## config.mk

```make
export PLATFORM = sky130hd
export DESIGN_NAME = bpe_weight_gen
export DESIGN_NICKNAME = d
export VERILOG_FILES = /design/src/design/bpe_pkg.sv /design/src/design/bpe_weight_gen.sv
export SDC_FILE = /design/constraint.sdc
export NUM_CORES = 2
export LEC_CHECK = 0
export BUFFER_PORTS_ARGS = -buffer_cell sky130_fd_sc_hd__buf_4
export CAP_MARGIN = 20
export CORE_UTILIZATION = 40
export CTS_CLUSTER_SIZE = 12
export DETAILED_ROUTE_END_ITERATION = 16
export MAX_ROUTING_LAYER = met4
export SLEW_MARGIN = 20
export SYNTH_ARGS = -nofsm -noshare
export SYNTH_HDL_FRONTEND = slang
export SYNTH_SLANG_ARGS = --single-unit
```

## constraint.sdc

```tcl
create_clock -name clk -period 11.71 [get_ports clk]
set_input_delay 0 -clock clk [delete_from_list [all_inputs] [get_ports clk]]
set_output_delay 0 -clock clk [all_outputs]
set_load 0.05 [all_outputs]
```

## src/design/bpe_pkg.sv

```systemverilog
// Shared definitions for the Bezier point evaluator.
// Default parameter values, control point count and configuration register indexes.
// No dependencies.
package bpe_pkg;

  localparam int DEGREE_DEF      = 3;
  localparam int COORD_BITS_DEF  = 12;
  localparam int T_FRAC_BITS_DEF = 16;

  // Control points p0..p3; higher degrees are not supported
  localparam int NUM_PTS   = 4;
  localparam int CFG_IDX_W = 3;

  typedef logic [CFG_IDX_W-1:0] cfg_idx_t;

  localparam cfg_idx_t REG_P0_X = 3'd0;
  localparam cfg_idx_t REG_P0_Y = 3'd1;
  localparam cfg_idx_t REG_P1_X = 3'd2;
  localparam cfg_idx_t REG_P1_Y = 3'd3;
  localparam cfg_idx_t REG_P2_X = 3'd4;
  localparam cfg_idx_t REG_P2_Y = 3'd5;
  localparam cfg_idx_t REG_P3_X = 3'd6;
  localparam cfg_idx_t REG_P3_Y = 3'd7;

endpackage

```

## src/design/bpe_weight_gen.sv

```systemverilog
// Bernstein weight generator: clamp, power and weight stages (three register stages).
// Depends on bpe_pkg.
module bpe_weight_gen #(
  parameter int DEGREE      = bpe_pkg::DEGREE_DEF,
  parameter int T_FRAC_BITS = bpe_pkg::T_FRAC_BITS_DEF
) (
  input  logic                                          clk,
  input  logic                                          rst_n,
  input  logic                                          in_valid,
  output logic                                          in_ready,
  input  logic [T_FRAC_BITS:0]                          in_t,
  output logic                                          out_valid,
  input  logic                                          out_ready,
  output logic [bpe_pkg::NUM_PTS-1:0][T_FRAC_BITS:0]    out_w
);
  import bpe_pkg::*;

  localparam int TW      = T_FRAC_BITS + 1;
  localparam int EFF_DEG = (DEGREE < 1) ? 1 : ((DEGREE > 3) ? 3 : DEGREE);
  localparam logic [TW-1:0] ONE = {1'b1, {T_FRAC_BITS{1'b0}}};

  // Q1.T product, truncated
  function automatic logic [TW-1:0] qmul(input logic [TW-1:0] a, input logic [TW-1:0] b);
    logic [2*TW-1:0] p;
    p = {{TW{1'b0}}, a} * {{TW{1'b0}}, b};
    return p[T_FRAC_BITS +: TW];
  endfunction

  function automatic logic [TW-1:0] times2(input logic [TW-1:0] m);
    return {m[TW-2:0], 1'b0};
  endfunction

  function automatic logic [TW-1:0] times3(input logic [TW-1:0] m);
    logic [TW+1:0] x;
    x = {2'b00, m} + {1'b0, m, 1'b0};
    return x[TW-1:0];
  endfunction

  logic                 va_r, vb_r, vc_r;
  logic                 rdy_a, rdy_b, rdy_c;
  logic [TW-1:0]        tv_a_r, sv_a_r, tv_a_nxt, sv_a_nxt;
  logic [TW-1:0]        tv_b_r, sv_b_r, tt_b_r, ss_b_r, st_b_r;
  logic [TW-1:0]        tt_b_nxt, ss_b_nxt, st_b_nxt;
  logic [TW-1:0]        ttt, sss, sst, stt;
  logic [NUM_PTS-1:0][TW-1:0] w_c_r, w_c_nxt;

  // Stage advances when empty or when the next stage advances
  assign rdy_c    = !vc_r || out_ready;
  assign rdy_b    = !vb_r || rdy_c;
  assign rdy_a    = !va_r || rdy_b;
  assign in_ready = rdy_a;

  always_comb begin
    tv_a_nxt = (in_t > ONE) ? ONE : in_t;
    sv_a_nxt = ONE - tv_a_nxt;
  end

  always_comb begin
    tt_b_nxt = qmul(tv_a_r, tv_a_r);
    ss_b_nxt = qmul(sv_a_r, sv_a_r);
    st_b_nxt = qmul(sv_a_r, tv_a_r);
  end

  always_comb begin
    ttt = qmul(tt_b_r, tv_b_r);
    sss = qmul(ss_b_r, sv_b_r);
    sst = qmul(ss_b_r, tv_b_r);
    stt = qmul(sv_b_r, tt_b_r);
    w_c_nxt = '0;
    if (EFF_DEG == 1) begin
      w_c_nxt[0] = sv_b_r;
      w_c_nxt[1] = tv_b_r;
    end else if (EFF_DEG == 2) begin
      w_c_nxt[0] = ss_b_r;
      w_c_nxt[1] = times2(st_b_r);
      w_c_nxt[2] = tt_b_r;
    end else begin
      w_c_nxt[0] = sss;
      w_c_nxt[1] = times3(sst);
      w_c_nxt[2] = times3(stt);
      w_c_nxt[3] = ttt;
    end
  end

  always_ff @(posedge clk) begin
    if (!rst_n) begin
      va_r <= 1'b0;
      vb_r <= 1'b0;
      vc_r <= 1'b0;
    end else begin
      if (rdy_a) va_r <= in_valid;
      if (rdy_b) vb_r <= va_r;
      if (rdy_c) vc_r <= vb_r;
    end
  end

  always_ff @(posedge clk) begin
    if (rdy_a) begin
      tv_a_r <= tv_a_nxt;
      sv_a_r <= sv_a_nxt;
    end
    if (rdy_b) begin
      tv_b_r <= tv_a_r;
      sv_b_r <= sv_a_r;
      tt_b_r <= tt_b_nxt;
      ss_b_r <= ss_b_nxt;
      st_b_r <= st_b_nxt;
    end
    if (rdy_c) begin
      w_c_r <= w_c_nxt;
    end
  end

  assign out_valid = vc_r;
  assign out_w     = w_c_r;

endmodule

```

==> impl_metrics.yaml <==
outcome:
  status: "finished clean"
grt:
  grt_pass1_vias: 44000
  grt.busiest_layer: "met2"
  groute.layer.met3.usage_pct: 2.69
  antenna_found_initial: 8
  grt_max_degree: 68
  overflow: 0
  grt_use_met2_pct: 35.9
  grt_pass1_wl_mm: 240
  grt_use_met1_pct: 28.3
  grt_usage_pct: 21.7
placed_design:
  place_congestion: 0.898
  numPortBuffers: 90
  post-dp-hpwl_mm: 115
  dpl_worst_slack_ns: 2.53
  place_area_mm2: 0.0606
sta:
  slew_headroom_pct: 19.9
  fin_setup_tns_ns: 0
  period_share_pct: 79.3
  drv_slew: 0
  setup_viol: 0
  max_slew.worst_pin.slew_ns: 1.20
  fin_worst_skew_ns: 0.0170
  fin_crit_ns: 9.29
  setup_ws_ns: 2.42
  max_freq_ghz: 0.108
  rsz0062_at_grt: "false"
  hold_viol_final: 0
worst_setup_path:
  crit_top_cell: "fa_1"
  startpoint: "tv_b_r[7]$_DFFE_PP_"
  slowest_stage: "edfxtp_1"
  end_kind: "register"
  critPathMaxStageDelay_ns: 0.64
  critPathLaunchType: "register"
  worstPathRequired_ns: 12.00
  critPathKind: "register to register"
  reg2reg_from: "tv_b_r[7]$_DFFE_PP_"
  worstPathArrival_ns: 9.58
  critPathMaxFanout: 21
clock_tree:
  path_clk_slew_ns: 0.09
  insertion_delay_ns: 0.54
  clk_root_buffer_cell: "clkbuf_16"
  cts_tree: "yes"
  cts_hold_buf: 26
  clk_path_buf_depth: 2
  cts_buffers: 17
  cts-resized-gates: 0
  cts.htree.levels: 4
  cts_setup_buffers: 0
  clock-sinks: 171
logic_synthesis:
  synth_top_area_cell: "fa_1"
  syn_avg_cell_area_um2: 9.26
  yosys.area_share.simple_pct: 14.4
  synth-xor-area-share_pct: 2.50
  synthAdderAreaFrac_pct: 57.8
  synth-edff-count: 168
  synth_top_family_by_area: "adder cells"
  yosysWarnings: 0
  synthMuxAreaShare_pct: 0.145
  yosys-top-cells-area: "fa_1 44%, ha_1 14%, inv_1 11%, edfxtp_1 8.7%, nand2_1 5.9%"
  yosysUniqueCellTypes: 88
  synth_compound_area_share_pct: 3.77
  postSynthCellCount: 6243
  syn_area_mm2: 0.0578
  synth_seq_area_share_pct: 8.83
  synth.top_cell.area_share_pct: 43.8
  synth_fp_nets: 8177
  synth_ff_type: "edfxtp_1"
  synth_seq_cells: 171
  synthArstFlopShare_pct: 0
drt:
  wire_per_inst_um: 18.0
  via_per_inst: 4.97
  wl_mm: 147
  post-route-drc-count: 0
  drt-pass1-iter-count: 6
  vias: 40400
  ant_nets: 0
  drt_iter0_markers: 2504
finish:
  register_area_mm2: 0.00510
  finalInstanceArea_mm2: 0.0615
  final_nets: 8143
  n_fill_cell: 14000
  drive_above_1_share_pct: 4.02
  multiInputGateArea_mm2: 0.0455
  synthToLayoutAreaGrowth_pct: 6.30
floorplanning:
  boundaryPins: 91
  die_w_um: 382
  start_util_pct: 40.3
  die-area_mm2: 0.146
  chipHeight_um: 382
  core-area_mm2: 0.143
  rows: 139
run:
  drv_cap: 0
worst_hold_path:
  min_path_type: "input port to register"
  min_from: "rst_n"
sequential cells by signal (all words and copies together) (netlist names):
name / cells
vb_r: 1
out_valid: 1
tv_b_r: 17
tv_a_r: 17
va_r: 1
tt_b_r: 17
sv_a_r: 16
out_w: 68
sv_b_r: 16
ss_b_r: 17
metrics by stage:
stage                     std cells  hold WS (ns)  utilization, %
after global placement         8066         0.235            42.2
final                          8128         0.250            42.8
after global routing           8127         0.259            42.8
after CTS                      8124         0.217            42.8
after detailed placement       8066         0.233            42.2
after floorplan                6243         0.118               -
area by class of cell:
cell class | instances | area share (%)
repair buffers | 204 | 2.64
clock inverters | 15 | 0.281
well taps | 1903 | 3.87
inverters | 1672 | 10.2
flip-flops and latches | 171 | 8.31
diodes | 3 | 0.0122
clock buffers | 17 | 0.692
multi-input cells | 4143 | 74.0
final timing paths:
check	slack, ns	depth (start not counted)	endpoint
worst max-delay path	2.42	35	out_w[33]$_DFFE_PP_
worst max register to register	2.42	35	out_w[33]$_DFFE_PP_
worst min register to register	0.50	2	vb_r$_SDFFE_PN0P_
worst min-delay path	0.25	3	vb_r$_SDFFE_PN0P_
routing by layer:
layer	share of wire, %	vias to the layer above
met5	0	-
met3	5.4	176
met4	2.4	0
li1	-	18300
met1	43	20900
met2	49	1046
Yosys cell counts (4+ instances only):
master,n
edfxtp_1,168
xnor2_1,117
nor2_1,137
mux2i_1,5
o41ai_1,4
a21o_1,47
a221oi_1,7
o211ai_1,5
nand3_1,20
fa_1,1266
nor2b_1,34
ha_1,647
or2_2,7
nand2b_1,10
clkbuf_1,252
a31o_2,6
and3_1,19
o2111ai_1,6
or3_1,12
nand3b_1,5
a31oi_1,14
o21ai_0,44
a21boi_0,7
and2_1,516
nor4_1,5
a21oi_1,72
a211oi_1,11
o21a_1,21
o21bai_1,7
nand4_1,11
xor2_1,48
nor3_1,43
inv_1,1671
nand2_1,906
and4_1,5
o31a_1,5
critical path, delay by kind of cell (launching register included):
kind | cells | cell delay, ns
AO/OA/AOI/OAI | 14 | 3.13
XOR/XNOR | 2 | 0.38
adder cells (fa/ha/maj) | 8 | 3.41
buffers and inverters | 5 | 0.57
flip-flops | 1 | 0.64
AND/OR/NAND/NOR | 6 | 0.91
cell usage in the layout (no fill, tap or decap), types with 43 or more instances in the layout:
master	instances
xnor2_1	117
ha_1	647
o21ai_0	44
inv_1	1670
nor3_1	43
xor2_1	48
buf_4	176
nand2_1	905
fa_1	1266
a21oi_1	72
and2_1	516
nor2_1	137
a21o_1	47
edfxtp_1	168
kinds of logic after synthesis:
group           Yosys count
fa+ha+maj              1914
simple gates           1749
buf+inv                1929
mux                       8
flops                   171
compound gates          307
xor+xnor                165
Power is not shown: default switching activity piles up to over one toggle a cycle in this logic, so the estimate is an artifact.
