$ cat config.mk
export PLATFORM = sky130hd
export DESIGN_NAME = bpe_blend
export DESIGN_NICKNAME = d
export VERILOG_FILES = /design/src/design/bpe_pkg.sv /design/src/design/bpe_blend.sv
export SDC_FILE = /design/constraint.sdc
export NUM_CORES = 2
export LEC_CHECK = 0
export BUFFER_PORTS_ARGS = -buffer_cell sky130_fd_sc_hd__buf_2
export CORE_MARGIN = 2
export CORE_UTILIZATION = 45
export DETAILED_ROUTE_END_ITERATION = 10
export GPL_ROUTABILITY_DRIVEN = 0
export MAX_ROUTING_LAYER = met4
export SYNTH_ARGS = -nofsm -noshare
export SYNTH_HDL_FRONTEND = slang
export SYNTH_SLANG_ARGS = --single-unit
$ cat constraint.sdc
create_clock -name clk -period 21 [get_ports clk]
set_clock_uncertainty 0.15 [all_clocks]
set_input_delay 3.15 -clock clk [delete_from_list [all_inputs] [get_ports clk]]
set_output_delay 3.15 -clock clk [all_outputs]
set_load 0.05 [all_outputs]
$ cat src/design/bpe_pkg.sv
// Shared definitions for the Bezier point evaluator.
// Default parameter values, control point count and configuration register indexes.
// No dependencies.
package bpe_pkg;

  localparam int DEGREE_DEF      = 3;
  localparam int COORD_BITS_DEF  = 12;
  localparam int T_FRAC_BITS_DEF = 16;

  // Control points p0..p3; higher degrees are not supported
  localparam int NUM_PTS   = 4;
  localparam int CFG_IDX_W = 3;

  typedef logic [CFG_IDX_W-1:0] cfg_idx_t;

  localparam cfg_idx_t REG_P0_X = 3'd0;
  localparam cfg_idx_t REG_P0_Y = 3'd1;
  localparam cfg_idx_t REG_P1_X = 3'd2;
  localparam cfg_idx_t REG_P1_Y = 3'd3;
  localparam cfg_idx_t REG_P2_X = 3'd4;
  localparam cfg_idx_t REG_P2_Y = 3'd5;
  localparam cfg_idx_t REG_P3_X = 3'd6;
  localparam cfg_idx_t REG_P3_Y = 3'd7;

endpackage

$ cat src/design/bpe_blend.sv
// Weighted sum of control coordinates: multiply, pair add and final add stages.
// Depends on bpe_pkg.
module bpe_blend #(
  parameter int COORD_BITS  = bpe_pkg::COORD_BITS_DEF,
  parameter int T_FRAC_BITS = bpe_pkg::T_FRAC_BITS_DEF
) (
  input  logic                                        clk,
  input  logic                                        rst_n,
  input  logic                                        in_valid,
  output logic                                        in_ready,
  input  logic [bpe_pkg::NUM_PTS-1:0][T_FRAC_BITS:0]  in_w,
  input  logic [bpe_pkg::NUM_PTS-1:0][COORD_BITS-1:0] px,
  input  logic [bpe_pkg::NUM_PTS-1:0][COORD_BITS-1:0] py,
  output logic                                        out_valid,
  input  logic                                        out_ready,
  output logic [COORD_BITS-1:0]                       out_x,
  output logic [COORD_BITS-1:0]                       out_y
);
  import bpe_pkg::*;

  localparam int TW = T_FRAC_BITS + 1;
  localparam int PW = COORD_BITS + TW;

  logic vd_r, ve_r, vf_r;
  logic rdy_d, rdy_e, rdy_f;
  logic [NUM_PTS-1:0][PW-1:0] prod_x_r, prod_y_r, prod_x_nxt, prod_y_nxt;
  logic [1:0][PW:0]           pair_x_r, pair_y_r, pair_x_nxt, pair_y_nxt;
  logic [PW+1:0]              sum_x, sum_y;
  logic [COORD_BITS-1:0]      x_f_r, y_f_r;

  assign rdy_f    = !vf_r || out_ready;
  assign rdy_e    = !ve_r || rdy_f;
  assign rdy_d    = !vd_r || rdy_e;
  assign in_ready = rdy_d;

  always_comb begin
    for (int i = 0; i < NUM_PTS; i++) begin
      prod_x_nxt[i] = PW'(px[i]) * PW'(in_w[i]);
      prod_y_nxt[i] = PW'(py[i]) * PW'(in_w[i]);
    end
    for (int j = 0; j < 2; j++) begin
      pair_x_nxt[j] = {1'b0, prod_x_r[2*j]} + {1'b0, prod_x_r[2*j+1]};
      pair_y_nxt[j] = {1'b0, prod_y_r[2*j]} + {1'b0, prod_y_r[2*j+1]};
    end
    sum_x = {1'b0, pair_x_r[0]} + {1'b0, pair_x_r[1]};
    sum_y = {1'b0, pair_y_r[0]} + {1'b0, pair_y_r[1]};
  end

  always_ff @(posedge clk) begin
    if (!rst_n) begin
      vd_r <= 1'b0;
      ve_r <= 1'b0;
      vf_r <= 1'b0;
    end else begin
      if (rdy_d) vd_r <= in_valid;
      if (rdy_e) ve_r <= vd_r;
      if (rdy_f) vf_r <= ve_r;
    end
  end

  always_ff @(posedge clk) begin
    if (rdy_d) begin
      prod_x_r <= prod_x_nxt;
      prod_y_r <= prod_y_nxt;
    end
    if (rdy_e) begin
      pair_x_r <= pair_x_nxt;
      pair_y_r <= pair_y_nxt;
    end
    // Drop the fraction once, after the full sum
    if (rdy_f) begin
      x_f_r <= sum_x[T_FRAC_BITS +: COORD_BITS];
      y_f_r <= sum_y[T_FRAC_BITS +: COORD_BITS];
    end
  end

  assign out_valid = vf_r;
  assign out_x     = x_f_r;
  assign out_y     = y_f_r;

endmodule

==> impl_metrics.env <==
export IMPL_outcome="finished clean"
export IMPL_critPathKind="primary input to register"
export IMPL_layout_filler_cells=14291
export IMPL_critPathSlowestCell="sky130_fd_sc_hd__xnor2_1"
export IMPL_grt_setup_unrepaired="false"
export IMPL_worst_ep_arrival_time_ps=8860
export IMPL_grt_start_max_net_pins=132
export IMPL_grt_pass1_vias=51594
export IMPL_worst_r2r_startpoint="prod_y_r[29]$_DFFE_PP_"
export IMPL_detail_route_iter0_violations=3221
export IMPL_cts_reportedPaths_clkPinSlew_ps=60
export IMPL_layoutNonFillerInstCount=9353
export IMPL_h_tree_depth=2
export IMPL_clock_latency_ps=590
export IMPL_worst_path_largest_cell_delay_ps=690
export IMPL_mostFrequentLayoutCells="1638 x sky130_fd_sc_hd__inv_1, 1196 x sky130_fd_sc_hd__fa_1, 1169 x sky130_fd_sc_hd__nand2_1, 672 x sky130_fd_sc_hd__ha_1, 570 x sky130_fd_sc_hd__and2_1"
export IMPL_finalCritPeriodShare=0.4159
export IMPL_post_route_min_period_ps=8734
export IMPL_number_of_flops_mapped_to_enable_cells_by_yosys=360
export IMPL_vias_per_inst=5.197
export IMPL_max_freq_ghz=0.1145
export IMPL_dp_wirelength_um=136400
export IMPL_die_area_um2=153900
export IMPL_route_vias_total=48606
export IMPL_worst_pin_slew_ps=1142
export IMPL_place_area_um2=70470
export IMPL_critPathRequiredTime_ps=21120
export IMPL_synth_main_ff_cell="sky130_fd_sc_hd__edfxtp_1"
export IMPL_min_delay_path_class="register to register"
export IMPL_synthDominantCellAreaShare=0.3528
export IMPL_synth_largest_area_cell="sky130_fd_sc_hd__fa_1"
export IMPL_postLayoutCellArea_um2=71870
export IMPL_dr_max_layer_used="met4"
export IMPL_totalWireLength_um=172100
export IMPL_detailroute_wirelength_met2_um=79460
export IMPL_synth_area_leaders="sky130_fd_sc_hd__fa_1 35%, sky130_fd_sc_hd__edfxtp_1 16%, sky130_fd_sc_hd__ha_1 12%"
export IMPL_max_cap_viol_count=0
export IMPL_met3_wirelength_um=9261
export IMPL_synth_async_reset_ratio=0
export IMPL_final_common_cell="sky130_fd_sc_hd__inv_1"
export IMPL_final_setup_tns_ps=0
export IMPL_clock_tree_from_tritoncts="built"
export IMPL_synth_warning_count=0
export IMPL_yosys_register_bits=363
export IMPL_fraction_of_layout_instances_using_a_drive_strength_above_1=0.04025
export IMPL_grt_total_usage=0.2393
export IMPL_slew_limit_headroom=0.2380
export IMPL_worstSetupStartpoint="in_w[23]"
export IMPL_synth_nets=9340
export IMPL_synthesis_area_um2=67860
export IMPL_register_cell_area_after_layout_um2=10870
export IMPL_timing_critical_path_cells="buf_2 -> nand2_1 -> fa_1 -> inv_1 -> fa_1 -> fa_1 -> fa_1 -> inv_1 -> fa_1 -> inv_1 -> ha_1 -> a21o_1 -> a21o_1 -> a21oi_1 -> o21a_1 -> o211ai_1 -> a41o_1 -> xnor2_1"
export IMPL_wirelength_met1_um=79960
export IMPL_hold_viol_final=0
export IMPL_io_buffers=193
export IMPL_dp_cells=9266
export IMPL_die_x_um=392.3
export IMPL_syn_instance_count=7304
export IMPL_placement_stage_worst_setup_slack_ps=11770
export IMPL_timing_final_max_slew_violations=0
export IMPL_multiInputGateArea_um2=49920
export IMPL_clockRootBuffer="sky130_fd_sc_hd__clkbuf_16"
export IMPL_core_rowCount=142
export IMPL_setup_viol=0
export IMPL_layout_nets=9333
export IMPL_drt_pass1_iter_count=7
export IMPL_postSynthAreaPerCell_um2=9.291
export IMPL_initial_core_util=0.4531
export IMPL_global_route_congestion_overflow_total=0
export IMPL_ctsHoldBuffers=0
export IMPL_number_of_antenna_violations_at_the_first_check_in_global_routing=20
export IMPL_register_area_share_after_synthesis=0.1602
export IMPL_cpMostUsedCell="sky130_fd_sc_hd__fa_1"
export IMPL_core_area_um2=149800
export IMPL_crit_fanout=24
export IMPL_floorplan_die_height_um=392.3
export IMPL_hold_path_startpoint="vd_r$_SDFFE_PN0P_"
export IMPL_postLayoutSetupSlackWorst_ps=12270
export IMPL_synth_cell_type_count=70
export IMPL_cts_max_path_buffers=3
export IMPL_cts_sinks=363
export IMPL_postCtsResizedCells=0
export IMPL_worst_setup_path_start_kind="primary input"
export IMPL_areaGrowthSynthToFinish_pct=5.908
export IMPL_avgRoutedWirePerCell_um=18.40
export IMPL_first_pass_grt_wire_length_um=281400
export IMPL_top_level_ports=194
export IMPL_critical_path_endpoint_type="register"
export IMPL_drc_errors=0
export IMPL_cts_repair_timing_setup_buffer_count=0
export IMPL_numCtsBuffers=45
export IMPL_drtAntennaViolNets=0
## synthesized netlist by cell type, types with 7 or more instances
master,count
sky130_fd_sc_hd__a211oi_1,25
sky130_fd_sc_hd__a21boi_0,11
sky130_fd_sc_hd__a21o_1,108
sky130_fd_sc_hd__a21oi_1,247
sky130_fd_sc_hd__a31o_2,8
sky130_fd_sc_hd__a31oi_1,16
sky130_fd_sc_hd__and2_1,570
sky130_fd_sc_hd__and3_1,20
sky130_fd_sc_hd__and4_1,7
sky130_fd_sc_hd__clkbuf_1,251
sky130_fd_sc_hd__edfxtp_1,360
sky130_fd_sc_hd__fa_1,1196
sky130_fd_sc_hd__ha_1,672
sky130_fd_sc_hd__inv_1,1638
sky130_fd_sc_hd__nand2_1,1170
sky130_fd_sc_hd__nand2b_1,39
sky130_fd_sc_hd__nand3_1,43
sky130_fd_sc_hd__nand4_1,18
sky130_fd_sc_hd__nor2_1,148
sky130_fd_sc_hd__nor2b_1,40
sky130_fd_sc_hd__nor3_1,34
sky130_fd_sc_hd__o2111ai_1,8
sky130_fd_sc_hd__o211ai_1,12
sky130_fd_sc_hd__o21a_1,52
sky130_fd_sc_hd__o21ai_0,130
sky130_fd_sc_hd__o21bai_1,36
sky130_fd_sc_hd__o31ai_1,12
sky130_fd_sc_hd__or2_2,8
sky130_fd_sc_hd__or3_1,7
sky130_fd_sc_hd__xnor2_1,239
sky130_fd_sc_hd__xor2_1,80
## cells by family after synthesis
kind of cell               share of synthesized area
buffers and inverters                         0.1045
xor gates and xnor gates                     0.04117
and+or+nand+nor                               0.1459
DFF                                           0.1602
muxes                                      0.0001475
adders and majority gates                     0.4767
AOI/OAI and AO/OA                            0.07136
## critical path: cells and delay by family
| family | cells | cell delay, ps |
|---|---|---|
| buf+inv | 4 | 590 |
| xor+xnor | 1 | 690 |
| compound gates | 6 | 1380 |
| fa+ha+maj | 6 | 2870 |
| simple gates | 1 | 160 |
## metrics by stage
stage / util / hold slack [ps]
floorplan: - / 309.2
global placement: 0.4705 / 371.0
detailed placement: 0.4705 / 396.0
CTS: 0.4797 / 408.3
global route: 0.4798 / 429.4
finish: 0.4798 / 400.2
## state kept, by name, indices dropped and copies added (netlist names)
register / flops
out_valid: 1
out_x: 12
out_y: 12
pair_x_r: 56
pair_y_r: 56
prod_x_r: 112
prod_y_r: 112
vd_r: 1
ve_r: 1
## path summary, 6_finish.rpt
path	to	slack [ps]	depth (start not counted)
max	prod_y_r[52]$_DFFE_PP_	12270	18
min	ve_r$_SDFFE_PN0P_	400	2
max reg2reg	pair_y_r[26]$_DFFE_PP_	17340	13
min reg2reg	ve_r$_SDFFE_PN0P_	400	2
## layer usage
metal / track usage / vias to the layer above
met3: 0.02002 / 186
met1: 0.3390 / 24822
met4: 0.04895 / 0
li1: - / 22316
met5: - / -
met2: 0.3780 / 1282
## area by class of cell
type / count / area share
multi-input combinational: 5052 / 0.6946
sequential: 363 / 0.1513
inverter: 1638 / 0.08555
tap: 2016 / 0.03510
clock buffer: 53 / 0.01609
timing repair buffer: 197 / 0.01403
clock inverter: 27 / 0.003151
antenna: 7 / 0.0002437
Power is left out: the tool's default activity adds up to more than one toggle a clock period on the data nets, which glitch-free logic cannot reach.
